===== config.mk =====
export PLATFORM = sky130hd
export DESIGN_NAME = colon_escape_byte_codec
export DESIGN_NICKNAME = d
export VERILOG_FILES = /design/src/cebc_pkg.sv /design/src/colon_escape_byte_codec.sv
export SDC_FILE = /design/constraint.sdc
export NUM_CORES = 1
export LEC_CHECK = 0
export CORE_MARGIN = 5
export CORE_UTILIZATION = 30
export DETAILED_ROUTE_END_ITERATION = 6
export DONT_BUFFER_PORTS = 1
export GPL_TIMING_DRIVEN = 1
export SLEW_MARGIN = 20
export SYNTH_ARGS = -nofsm -noshare
export SYNTH_HDL_FRONTEND = slang
export SYNTH_SLANG_ARGS = --single-unit

===== constraint.sdc =====
create_clock -name clock -period 3.2 [get_ports clock]
set_clock_uncertainty 0.05 [all_clocks]
set_input_delay 0.32 -clock clock [delete_from_list [all_inputs] [get_ports clock]]
set_output_delay 0.32 -clock clock [all_outputs]
set_load 0.01 [all_outputs]

===== src/cebc_pkg.sv =====
// shared types, constants and escape tables for the colon escape byte codec
`default_nettype none
package cebc_pkg;

   typedef logic [7:0] byte_type;

   // direction register codes
   typedef enum logic {
      DIR_ENCODE = 1'b0,
      DIR_DECODE = 1'b1
   } dir_type;

   // configuration register indexes
   localparam int unsigned REG_DIRECTION = 0;
   localparam int unsigned REG_COUNT     = 1;
   localparam int unsigned CSR_ADDR_W    = 3;

   localparam byte_type CHAR_COLON = 8'h3A;
   localparam byte_type CHAR_CARET = 8'h5E;
   localparam byte_type CHAR_LF    = 8'h0A;
   localparam byte_type CHAR_CR    = 8'h0D;
   localparam byte_type CHAR_DEL   = 8'h7F;
   localparam byte_type CHAR_FF    = 8'hFF;
   localparam byte_type CHAR_ZERO  = 8'h30;
   localparam byte_type CHAR_NINE  = 8'h39;
   localparam byte_type CHAR_A     = 8'h41;
   localparam byte_type CHAR_B     = 8'h42;
   localparam byte_type CHAR_C     = 8'h43;
   localparam byte_type CHAR_D     = 8'h44;
   localparam byte_type CHAR_E     = 8'h45;

   typedef struct packed {
      logic     hit;
      byte_type value;
   } esc_type;

   // encode side: raw byte to code character
   function automatic esc_type escape_code(input byte_type b);
      esc_type r;
      r.hit   = 1'b1;
      r.value = CHAR_COLON;
      if (b == CHAR_COLON) begin
         r.value = CHAR_COLON;
      end else if (b <= 8'h09) begin
         r.value = CHAR_ZERO + b;
      end else begin
         case (b)
            CHAR_LF:    r.value = CHAR_A;
            CHAR_CR:    r.value = CHAR_B;
            CHAR_CARET: r.value = CHAR_C;
            CHAR_DEL:   r.value = CHAR_D;
            CHAR_FF:    r.value = CHAR_E;
            default:    r.hit   = 1'b0;
         endcase
      end
      return r;
   endfunction

   // decode side: code character to raw byte
   function automatic esc_type unescape_code(input byte_type c);
      esc_type r;
      r.hit   = 1'b1;
      r.value = CHAR_COLON;
      if (c == CHAR_COLON) begin
         r.value = CHAR_COLON;
      end else if (c >= CHAR_ZERO && c <= CHAR_NINE) begin
         r.value = c - CHAR_ZERO;
      end else begin
         case (c)
            CHAR_A:  r.value = CHAR_LF;
            CHAR_B:  r.value = CHAR_CR;
            CHAR_C:  r.value = CHAR_CARET;
            CHAR_D:  r.value = CHAR_DEL;
            CHAR_E:  r.value = CHAR_FF;
            default: r.hit   = 1'b0;
         endcase
      end
      return r;
   endfunction

endpackage
`default_nettype wire


===== src/colon_escape_byte_codec.sv =====
// colon escape byte codec: encode with line wrapping, decode with line-feed removal
//
// usage
//   req channel (req_valid/req_ready) carries one input item: data_byte plus
//   message_end. rsp channel (rsp_valid/rsp_ready) carries the produced bytes,
//   one per item, run_last high on the final byte caused by an input item.
//   an input item may produce zero to three result items (line feed, colon,
//   code in encode; zero or one byte in decode).
//   direction is written through the apb-style port at byte address 0
//   (0 encode, 1 decode); write it only while the codec is idle.
// pipeline and throughput
//   three register stages: input register, expansion buffer, result register.
//   an accepted item passes the input register, then the expansion buffer, before
//   its first byte raises rsp_valid. the result register drains one byte per cycle
//   while rsp_ready is high; the next item may wait in the input register meanwhile.
// reset
//   synchronous active-high reset empties all stages, clears the line
//   counter and the pending colon, and selects encode.
// stall
//   when rsp_ready is low the result register holds; the expansion buffer and
//   the input register still fill, then req_ready drops until space frees up.
`default_nettype none
module colon_escape_byte_codec #(
   parameter int unsigned LINE_LEN = 64
) (
   input  wire logic                             clock,
   input  wire logic                             reset,
   // input channel
   input  wire logic                             req_valid,
   output logic                                  req_ready,
   input  wire cebc_pkg::byte_type               req_data_byte,
   input  wire logic                             req_message_end,
   // result channel
   output logic                                  rsp_valid,
   input  wire logic                             rsp_ready,
   output cebc_pkg::byte_type                    rsp_out_byte,
   output logic                                  rsp_run_last,
   // configuration port
   input  wire logic                             psel,
   input  wire logic                             penable,
   input  wire logic                             pwrite,
   input  wire logic [cebc_pkg::CSR_ADDR_W-1:0]  paddr,
   input  wire logic [31:0]                      pwdata,
   output logic [31:0]                           prdata,
   output logic                                  pready
);
   import cebc_pkg::*;

   // line length as a 7-bit compare value, matching the counter width
   localparam logic [6:0] LineLen = 7'(LINE_LEN);
   localparam logic [6:0] CountMax = 7'h7F;

   // configuration
   dir_type direction_ff, direction_in;
   logic    csr_write;
   logic    csr_hit;

   // codec state
   logic [6:0] line_count_ff, line_count_in;
   logic       colon_pending_ff, colon_pending_in;

   // input register
   logic     in_valid_ff, in_valid_in;
   byte_type in_byte_ff, in_byte_in;
   logic     in_end_ff, in_end_in;

   // expansion buffer: entry 0 is next out, shifted down as bytes leave
   byte_type   hold_byte_ff [3];
   byte_type   hold_byte_in [3];
   logic [1:0] hold_cnt_ff, hold_cnt_in;

   // result register
   logic     rsp_valid_ff, rsp_valid_in;
   byte_type rsp_byte_ff, rsp_byte_in;
   logic     rsp_last_ff, rsp_last_in;

   // handshake helpers
   logic out_take;
   logic hold_move;
   logic hold_free;
   logic in_move;

   // expansion result of the item in the input register
   byte_type   exp_byte [3];
   logic [1:0] exp_cnt;
   logic [6:0] exp_line_count;
   logic       exp_colon_pending;

   // ---------------------------------------------------------------------
   // configuration port: register index sits in paddr bit 2 and above
   // ---------------------------------------------------------------------
   assign pready    = 1'b1;
   assign csr_write = psel && penable && pwrite && pready;
   assign csr_hit   = (paddr[CSR_ADDR_W-1:2] == 1'(REG_DIRECTION));

   always_comb begin
      direction_in = direction_ff;
      if (csr_write && csr_hit) begin
         direction_in = dir_type'(pwdata[0]);
      end
   end

   always_comb begin
      prdata = '0;
      if (csr_hit) begin
         prdata[0] = direction_ff;
      end
   end

   // ---------------------------------------------------------------------
   // flow control: result register drains the buffer one byte a cycle unless stalled;
   // the buffer takes a new expansion once its last byte is leaving
   // ---------------------------------------------------------------------
   assign out_take  = !rsp_valid_ff || rsp_ready;
   assign hold_move = (hold_cnt_ff != 2'd0) && out_take;
   assign hold_free = (hold_cnt_ff == 2'd0) || ((hold_cnt_ff == 2'd1) && out_take);
   assign in_move   = in_valid_ff && hold_free;
   assign req_ready = !in_valid_ff || hold_free;

   // ---------------------------------------------------------------------
   // expansion of one item
   // ---------------------------------------------------------------------
   always_comb begin
      esc_type    enc;
      esc_type    dec;
      byte_type   s0;
      byte_type   s1;
      logic [6:0] lc_one;
      logic [6:0] lc_two;

      enc    = escape_code(in_byte_ff);
      dec    = unescape_code(in_byte_ff);
      s0     = enc.hit ? CHAR_COLON : in_byte_ff;
      s1     = enc.value;
      lc_one = (line_count_ff == CountMax) ? CountMax : line_count_ff + 7'd1;
      lc_two = (lc_one == CountMax) ? CountMax : lc_one + 7'd1;

      exp_byte[0]       = in_byte_ff;
      exp_byte[1]       = s1;
      exp_byte[2]       = s1;
      exp_cnt           = 2'd0;
      exp_line_count    = line_count_ff;
      exp_colon_pending = colon_pending_ff;

      if (direction_ff == DIR_ENCODE) begin
         if (line_count_ff >= LineLen) begin
            // line full: line feed first, at most one per item
            exp_byte[0]    = CHAR_LF;
            exp_byte[1]    = s0;
            exp_byte[2]    = s1;
            exp_cnt        = enc.hit ? 2'd3 : 2'd2;
            exp_line_count = enc.hit ? 7'd2 : 7'd1;
         end else if (!enc.hit) begin
            exp_byte[0]    = s0;
            exp_cnt        = 2'd1;
            exp_line_count = lc_one;
         end else if (lc_one >= LineLen) begin
            // colon fills the line, code byte wraps
            exp_byte[0]    = s0;
            exp_byte[1]    = CHAR_LF;
            exp_byte[2]    = s1;
            exp_cnt        = 2'd3;
            exp_line_count = 7'd1;
         end else begin
            exp_byte[0]    = s0;
            exp_byte[1]    = s1;
            exp_cnt        = 2'd2;
            exp_line_count = lc_two;
         end
      end else if (in_byte_ff != CHAR_LF) begin
         // line feeds vanish and leave a pending colon pending
         if (colon_pending_ff) begin
            exp_colon_pending = 1'b0;
            exp_byte[0]       = dec.value;
            exp_cnt           = dec.hit ? 2'd1 : 2'd0;
         end else if (in_byte_ff == CHAR_COLON) begin
            exp_colon_pending = 1'b1;
         end else begin
            exp_byte[0] = in_byte_ff;
            exp_cnt     = 2'd1;
         end
      end

      if (in_end_ff) begin
         exp_line_count    = '0;
         exp_colon_pending = 1'b0;
      end
   end

   // ---------------------------------------------------------------------
   // next values
   // ---------------------------------------------------------------------
   always_comb begin
      in_valid_in = in_valid_ff;
      in_byte_in  = in_byte_ff;
      in_end_in   = in_end_ff;
      if (req_ready) begin
         in_valid_in = req_valid;
      end
      if (req_valid && req_ready) begin
         in_byte_in = req_data_byte;
         in_end_in  = req_message_end;
      end
   end

   always_comb begin
      line_count_in    = line_count_ff;
      colon_pending_in = colon_pending_ff;
      if (in_move) begin
         line_count_in    = exp_line_count;
         colon_pending_in = exp_colon_pending;
      end
   end

   always_comb begin
      hold_byte_in = hold_byte_ff;
      hold_cnt_in  = hold_cnt_ff;
      if (in_move) begin
         hold_byte_in = exp_byte;
         hold_cnt_in  = exp_cnt;
      end else if (hold_move) begin
         hold_byte_in[0] = hold_byte_ff[1];
         hold_byte_in[1] = hold_byte_ff[2];
         hold_cnt_in     = hold_cnt_ff - 2'd1;
      end
   end

   always_comb begin
      rsp_valid_in = rsp_valid_ff;
      rsp_byte_in  = rsp_byte_ff;
      rsp_last_in  = rsp_last_ff;
      if (out_take) begin
         rsp_valid_in = (hold_cnt_ff != 2'd0);
         rsp_byte_in  = hold_byte_ff[0];
         rsp_last_in  = (hold_cnt_ff == 2'd1);
      end
   end

   // ---------------------------------------------------------------------
   // registers
   // ---------------------------------------------------------------------
   always_ff @(posedge clock) begin
      if (reset) begin
         direction_ff     <= DIR_ENCODE;
         line_count_ff    <= '0;
         colon_pending_ff <= 1'b0;
         in_valid_ff      <= 1'b0;
         hold_cnt_ff      <= '0;
         rsp_valid_ff     <= 1'b0;
      end else begin
         direction_ff     <= direction_in;
         line_count_ff    <= line_count_in;
         colon_pending_ff <= colon_pending_in;
         in_valid_ff      <= in_valid_in;
         hold_cnt_ff      <= hold_cnt_in;
         rsp_valid_ff     <= rsp_valid_in;
      end
   end

   // payload registers, no reset
   always_ff @(posedge clock) begin
      in_byte_ff   <= in_byte_in;
      in_end_ff    <= in_end_in;
      hold_byte_ff <= hold_byte_in;
      rsp_byte_ff  <= rsp_byte_in;
      rsp_last_ff  <= rsp_last_in;
   end

   assign rsp_valid    = rsp_valid_ff;
   assign rsp_out_byte = rsp_byte_ff;
   assign rsp_run_last = rsp_last_ff;

   // ---------------------------------------------------------------------
   // assertions
   // ---------------------------------------------------------------------
   // an accepted item lands in the input register
   assert property (@(posedge clock) disable iff (reset)
      req_valid && req_ready |=> in_valid_ff && in_byte_ff == $past(req_data_byte))
      else $error("accepted item not captured");

   // a blocked input register keeps its item
   assert property (@(posedge clock) disable iff (reset)
      in_valid_ff && !in_move |=> in_valid_ff && $stable(in_byte_ff) && $stable(in_end_ff))
      else $error("input register lost a blocked item");

   // decode never produces more than one byte per item
   assert property (@(posedge clock) disable iff (reset)
      in_move && direction_ff == DIR_DECODE |-> exp_cnt <= 2'd1)
      else $error("decode expansion too long");

   // encode always produces at least one byte per item
   assert property (@(posedge clock) disable iff (reset)
      in_move && direction_ff == DIR_ENCODE |-> exp_cnt != 2'd0)
      else $error("encode item produced nothing");

   // buffered bytes reach the result register when it frees up
   assert property (@(posedge clock) disable iff (reset)
      hold_cnt_ff != 2'd0 && out_take |=> rsp_valid_ff)
      else $error("buffered byte not forwarded");

endmodule
`default_nettype wire


======== Yosys cells after proc, flatten, opt, wreduce, memory -nomap -nowiden ========
Cells that the tools add are included.
storage, ports and cells
  register bits after elaboration ......... 55
  latch bits .............................. 0
  bits in writable memories ............... 0
  ROM bits ................................ 0
  output and inout bits ................... 44
  word-level logic and storage cells ...... 109
  memories kept ........................... 0
operators by class
  add/sub/neg operators ................... 5
  multipliers ............................. 0
  div/mod/pow operators ................... 0
  $lt $le $gt $ge ......................... 5
  eq/ne operators ......................... 16
  shifts and indexed selects .............. 0
  multiplexer cells ....................... 47
  bitwise logic cells ..................... 1
  reduce and logical (&&, ||, !) cells .... 22
operators with widths
  kind                                                                     number
  8-bit two-way mux                                                        9
  16-bit two-way mux                                                       4
  8-bit by 7-bit equality test with 1-bit output, second input constant    7
  7-bit two-way mux                                                        7
  8-bit case mux with 5 select lines                                       1
  7-bit case mux with 5 select lines                                       1
  24-bit two-way mux                                                       1
  1-bit two-way mux                                                        18
  8-bit by 4-bit equality test with 1-bit output, second input constant    2
  7-bit by 1-bit adder with 7-bit output, second input constant            2
  7-bit equality test, second input constant                               2
  7-bit >= comparator, second input constant                               2
  2-bit two-way mux                                                        6
  5-bit OR reduction                                                       2
  6-bit by 8-bit adder with 8-bit output, first input constant             1
  8-bit by 6-bit equality test with 1-bit output, second input constant    1
  8-bit equality test, second input constant                               1
  8-bit by 6-bit >= comparator with 1-bit output, second input constant    1
  8-bit by 4-bit <= comparator with 1-bit output, second input constant    1
  8-bit by 6-bit <= comparator with 1-bit output, second input constant    1
  1-bit logical AND                                                        8
  8-bit by 4-bit inequality test with 1-bit output, second input constant  1
  2-bit nonzero test                                                       4
  8-bit by 6-bit subtractor with 8-bit output, second input constant       1
  other kinds (9)                                                          12

======== Depth between registers and ports, before layout ========
  depth after elaboration ................. 10
  depth in mapped cells ................... 10
  gate-level depth less buffers ........... 8

======== Worst setup path before layout ========
No wires, ideal clock.
  path kind ............................... register to register
  from .................................... register in_byte_ff[4]
  to ...................................... register hold_byte_ff[9] (netlist name), data pin
  setup time .............................. 0.258 ns
  arrival time ............................ 2.154 ns
  data required time ...................... 2.892 ns
  setup slack ............................. 0.738 ns
  stages on the path, launching flop included .. 11
  clock period less this slack ............ 2.462 ns
  cell sequence ........................... edfxtp_1 -> inv_1 -> ha_1 -> nor4bb_1 -> o21a_2 -> o22a_1 -> buf_6 -> nor3_4 -> buf_6 -> nand3_1 -> o221a_1
RTL lines
  what                    line                            source
  from (decl)             colon_escape_byte_codec.sv:64   byte_type in_byte_ff, in_byte_in;
  from (signal assigned)  colon_escape_byte_codec.sv:262  in_byte_ff <= in_byte_in;
  to (signal assigned)    colon_escape_byte_codec.sv:264  hold_byte_ff <= hold_byte_in;
  to (decl)               colon_escape_byte_codec.sv:68   byte_type hold_byte_ff [3];

======== Worst setup path after layout ========
  from .................................... register in_byte_ff[5]
  to ...................................... register line_count_ff[6]
on the way
  word-level cells in the longest chain between the ends .. 9
  elaborated cells on any way between the ends .. 15
RTL lines
  what                                         line                            source
  8-bit equality test (tied with other cells)  cebc_pkg.sv:47                  case (b)
  5-bit OR reduction (no line)                 --
  1-bit two-way mux                            cebc_pkg.sv:47
  1-bit two-way mux                            cebc_pkg.sv:44                  end else if (b <= 8'h09) begin
  1-bit two-way mux *                          cebc_pkg.sv:42                  if (b == CHAR_COLON) begin
  7-bit two-way mux *                          colon_escape_byte_codec.sv:153  end else if (!enc.hit) begin
  7-bit two-way mux *                          colon_escape_byte_codec.sv:146  if (line_count_ff >= LineLen) begin
  7-bit two-way mux *                          colon_escape_byte_codec.sv:145  if (direction_ff == DIR_ENCODE) begin
  7-bit two-way mux *                          colon_escape_byte_codec.sv:184  if (in_end_ff) begin
  to (signal assigned)                         colon_escape_byte_codec.sv:252  line_count_ff <= line_count_in;
  to (decl)                                    colon_escape_byte_codec.sv:59   logic [6:0] line_count_ff, line_count_in;
Every way passes the cells marked *; elsewhere a longest branch is shown, timed or not. The select of a mux whose other input is x is not followed.
A chain may end at the register's enable or synchronous reset.

==> reports/qor.csv <==
stage;metric;value;unit
status;outcome;complete, no violations;
routing;number of DRC markers in iteration 0;185;
worst_setup_path;critical path fanouts, max;20;
place;Port Buffer Count;0;
global_routing;vias in the first global route;2521;
routing;First-pass DRT Iterations;7;
timing;Final setup viols;0;
worst_setup_path;CP required;3370;ps
power;VDD IR max;219.0;µV
finish;number of diodes;0;
cts;TritonCTS clock tree;done;
finish;area grow syn2layout;4.180;%
synthesis;Async S/R FF share, synth;0;
die;core area;0.01186;mm²
power;register share of total power;0.523;
synthesis;synthesized area;0.003592;mm²
global_routing;global-route wire length before repair;12.81;mm
timing;crit path time final;2777;ps
synthesis;flops & latches, synth;55;
timing;relative slew slack;0.5158;
worst_setup_path;slowest stage cell, crit path;edfxtp_1;
cts;Num CTS Buffers;5;
routing;Vias;2705;
worst_setup_path;family with the most delay on the worst path;simple AND/OR/NAND/NOR gates;
die;Initial Util;0.3028;
routing;per-cell routed wire length;14.97;µm
power;Sw Share;0.3176;
die;DIE WIDTH;119.4;µm
worst_setup_path;worst flop-to-flop path endpoint;line_count_ff[6];
min_path;Hold Crit Depth;1;
routing;DRT Wirelength;7.844;mm
power;Int Pwr;1.510;mW
global_routing;GR Overflow Total;0;
worst_setup_path;critical path class;register to register;
synthesis;post-synthesis sequential area ratio;0.4235;
finish;Multi-input gate area;0.001744;mm²
timing;Final Hold Vio Count;0;
global_routing;gr usage total;0.1110;
routing;DR vias/cell;5.162;
power;clock share of power;0.246;
cts;post-CTS setup buffers;0;
worst_setup_path;R2R setup slack;420;ps
cts;clock tree buffer depth;2;
worst_setup_path;Setup crit end kind;register;
finish;Final Cell Area;0.003742;mm²
die;# rows;40;
power;Leakage;1.386;nW
cts;cts hold-fix bufs;0;
min_path;Hold Startpoint;reset;
finish;Register Area;0.001521;mm²
place;hpwl dp;5.785;mm
routing;post-route antenna net violation count;0;
synthesis;Post-synth EDFFs;42;
synthesis;Gate Count Post-Synth;386;
synthesis;synthesized area per cell;9.306;µm²
min_path;Hold Path End;rsp_valid;
power;combinational fraction of design power;0.231;
cts;clk slew on worst S/H paths;70;ps
power;P_sw;0.7030;mW
job;# Max-Cap Violations;0;
worst_setup_path;r2r startpoint;in_byte_ff[5];
cts;Worst-Skew Late Latency;300;ps
timing;fin. max-slew vios;0;
worst_setup_path;Critical Path AT;2940;ps
global_routing;pin count of the biggest net entering global routing;21;
power;Power Density;591.4;mW/mm²
place;dpl cell area;0.003597;mm²
timing;hold slack;31.80;ps
timing;Max Fclk;360.1;MHz
place;Routability Congestion;0.8932;
die;DIE AREA;0.01426;mm²
worst_setup_path;worst path bufs/invs;2;
routing;Post-route DRC;0;
cts;H-tree Lvls;2;
worst_setup_path;critical path, cell by cell;inv_1 -> ha_1 -> nor4bb_1 -> o21a_2 -> o22a_1 -> nor3_4 -> buf_12 -> or3_1 -> a311oi_2;
timing;Setup TNS;0;ps
cts;cts repair resizes;0;
global_routing;antenna violations before repair;1;
worst_setup_path;R2R depth;9;
worst_setup_path;largest incremental delay on the critical path;460;ps
finish;Fillers;1199;
timing;actual slew at the worst max-slew pin;726.4;ps
finish;share of cells above drive strength 1;0.08488;
min_path;Hold Path Class;primary input to register;
synthesis;synthesis warning total;0;
synthesis;synth unique cells;75;
worst_setup_path;CP Launch Type;register;
cts;clock root buffer;clkbuf_16;
timing;crit share post-route;0.8679;
finish;Nets;436;
die;die span in y;119.4;µm
die;Ports;95;
timing;RSZ-0062 raised after global routing;false;
cts;CTS Sinks;55;
synthesis;Synth Flop Type;edfxtp_1;
==> cell families after synthesis <==
group | count (synthesis) | share of synthesized area
buffers and inverters | 75 | 0.1233
DFF | 55 | 0.4235
other | 2 | 0.002091
and+or+nand+nor | 132 | 0.1916
adders and majority gates | 9 | 0.03135
xor gates and xnor gates | 3 | 0.007316
AOI/OAI and AO/OA | 103 | 0.2010
muxes | 7 | 0.01985
==> state kept, by name, indices dropped and copies added, names as in the netlist <==
name,count
hold_byte_ff,24
in_byte_ff,8
rsp_out_byte,8
line_count_ff,7
hold_cnt_ff,2
colon_pending_ff,1
direction_ff,1
in_end_ff,1
in_valid_ff,1
rsp_run_last,1
rsp_valid,1
==> how the worst max path moves through the flow <==
stage	slack, ps	cells past startpoint	end	start
floorplan	740	10	hold_byte_ff[9]	in_byte_ff[4]
global placement	510	9	line_count_ff[6]	in_byte_ff[5]
detailed placement	510	9	line_count_ff[6]	in_byte_ff[5]
CTS	460	9	line_count_ff[6]	in_byte_ff[5]
global route	240	9	line_count_ff[6]	in_byte_ff[5]
finish	420	9	line_count_ff[6]	in_byte_ff[5]
==> area by class of cell <==
class	count	area share
clock buffers	5	0.03343
clock inverters	3	0.005349
inverters	18	0.01805
multi-input cells	287	0.4661
flip-flops and latches	55	0.4066
well taps	147	0.04915
repair buffers	9	0.02140
==> metal layers <==
layer / global-route usage / wire length, µm / up-vias
li1: - / - / 1327
met1: 0.1518 / 3705 / 1273
met2: 0.1643 / 3517 / 92
met3: 0.02991 / 453 / 13
met4: 0.04796 / 168 / 0
met5: 0 / 0 / -
==> layout by cell type (no fill, tap or decap), types with 8 or more instances in the layout <==
cell type,n
a21oi_1,21
nor2_1,38
dfxtp_1,13
o21ai_0,14
edfxtp_1,42
nand3_1,11
nand2_1,32
conb_1,33
buf_4,8
a31oi_1,8
ha_1,9
inv_1,18
==> power groups by stage <==
| stage | sequential (mW) | clock (mW) | combinational, mW |
|---|---|---|---|
| after CTS | 1.16 | 0.559 | 0.512 |
| after detailed placement | 1.18 | 0 | 0.508 |
| after floorplan | 1.14 | 0 | 0.438 |
| final | 1.16 | 0.543 | 0.511 |
| after global routing | 1.18 | 0.592 | 0.582 |
| after global placement | 1.17 | 0 | 0.496 |
==> stage by stage <==
step | setup slack, ps | total power, mW | std cells | util
floorplan | 738.0 | 1.578 | 417 | -
global placement | 507.4 | 1.668 | 516 | 0.3033
detailed placement | 505.4 | 1.687 | 516 | 0.3033
CTS | 462.9 | 2.233 | 524 | 0.3155
global route | 236.9 | 2.356 | 524 | 0.3155
finish | 422.6 | 2.213 | 524 | 0.3155
==> worst register-to-register path, cell delays in order (launching register included) <==
cell	delay, ps
edfxtp_1	460
inv_1	190
ha_1	320
nor4bb_1	320
o21a_2	200
o22a_1	250
nor3_4	100
buf_12	180
or3_1	400
a311oi_2	230
==> synthesized netlist by cell type, types with 3 or more instances <==
cell type | n | share of area
edfxtp_1 | 42 | 0.35
nor2_1 | 38 | 0.040
buf_4 | 33 | 0.069
nand2_1 | 32 | 0.033
a21oi_1 | 21 | 0.029
inv_1 | 18 | 0.019
o21ai_0 | 14 | 0.020
clkbuf_1 | 13 | 0.014
dfxtp_1 | 13 | 0.072
nand3_1 | 11 | 0.015
ha_1 | 9 | 0.031
a31oi_1 | 8 | 0.014
and3_1 | 6 | 0.010
buf_2 | 6 | 0.0084
mux2i_1 | 6 | 0.017
nor3_1 | 6 | 0.0084
o21ai_1 | 6 | 0.0084
and2_1 | 5 | 0.0087
nand2b_1 | 5 | 0.0087
o21a_1 | 5 | 0.010
a211oi_1 | 4 | 0.0084
a21o_1 | 4 | 0.0084
buf_6 | 4 | 0.013
a221o_1 | 3 | 0.0084
o221ai_1 | 3 | 0.0073
o41ai_1 | 3 | 0.0073
(Power assumes the default switching activity.)
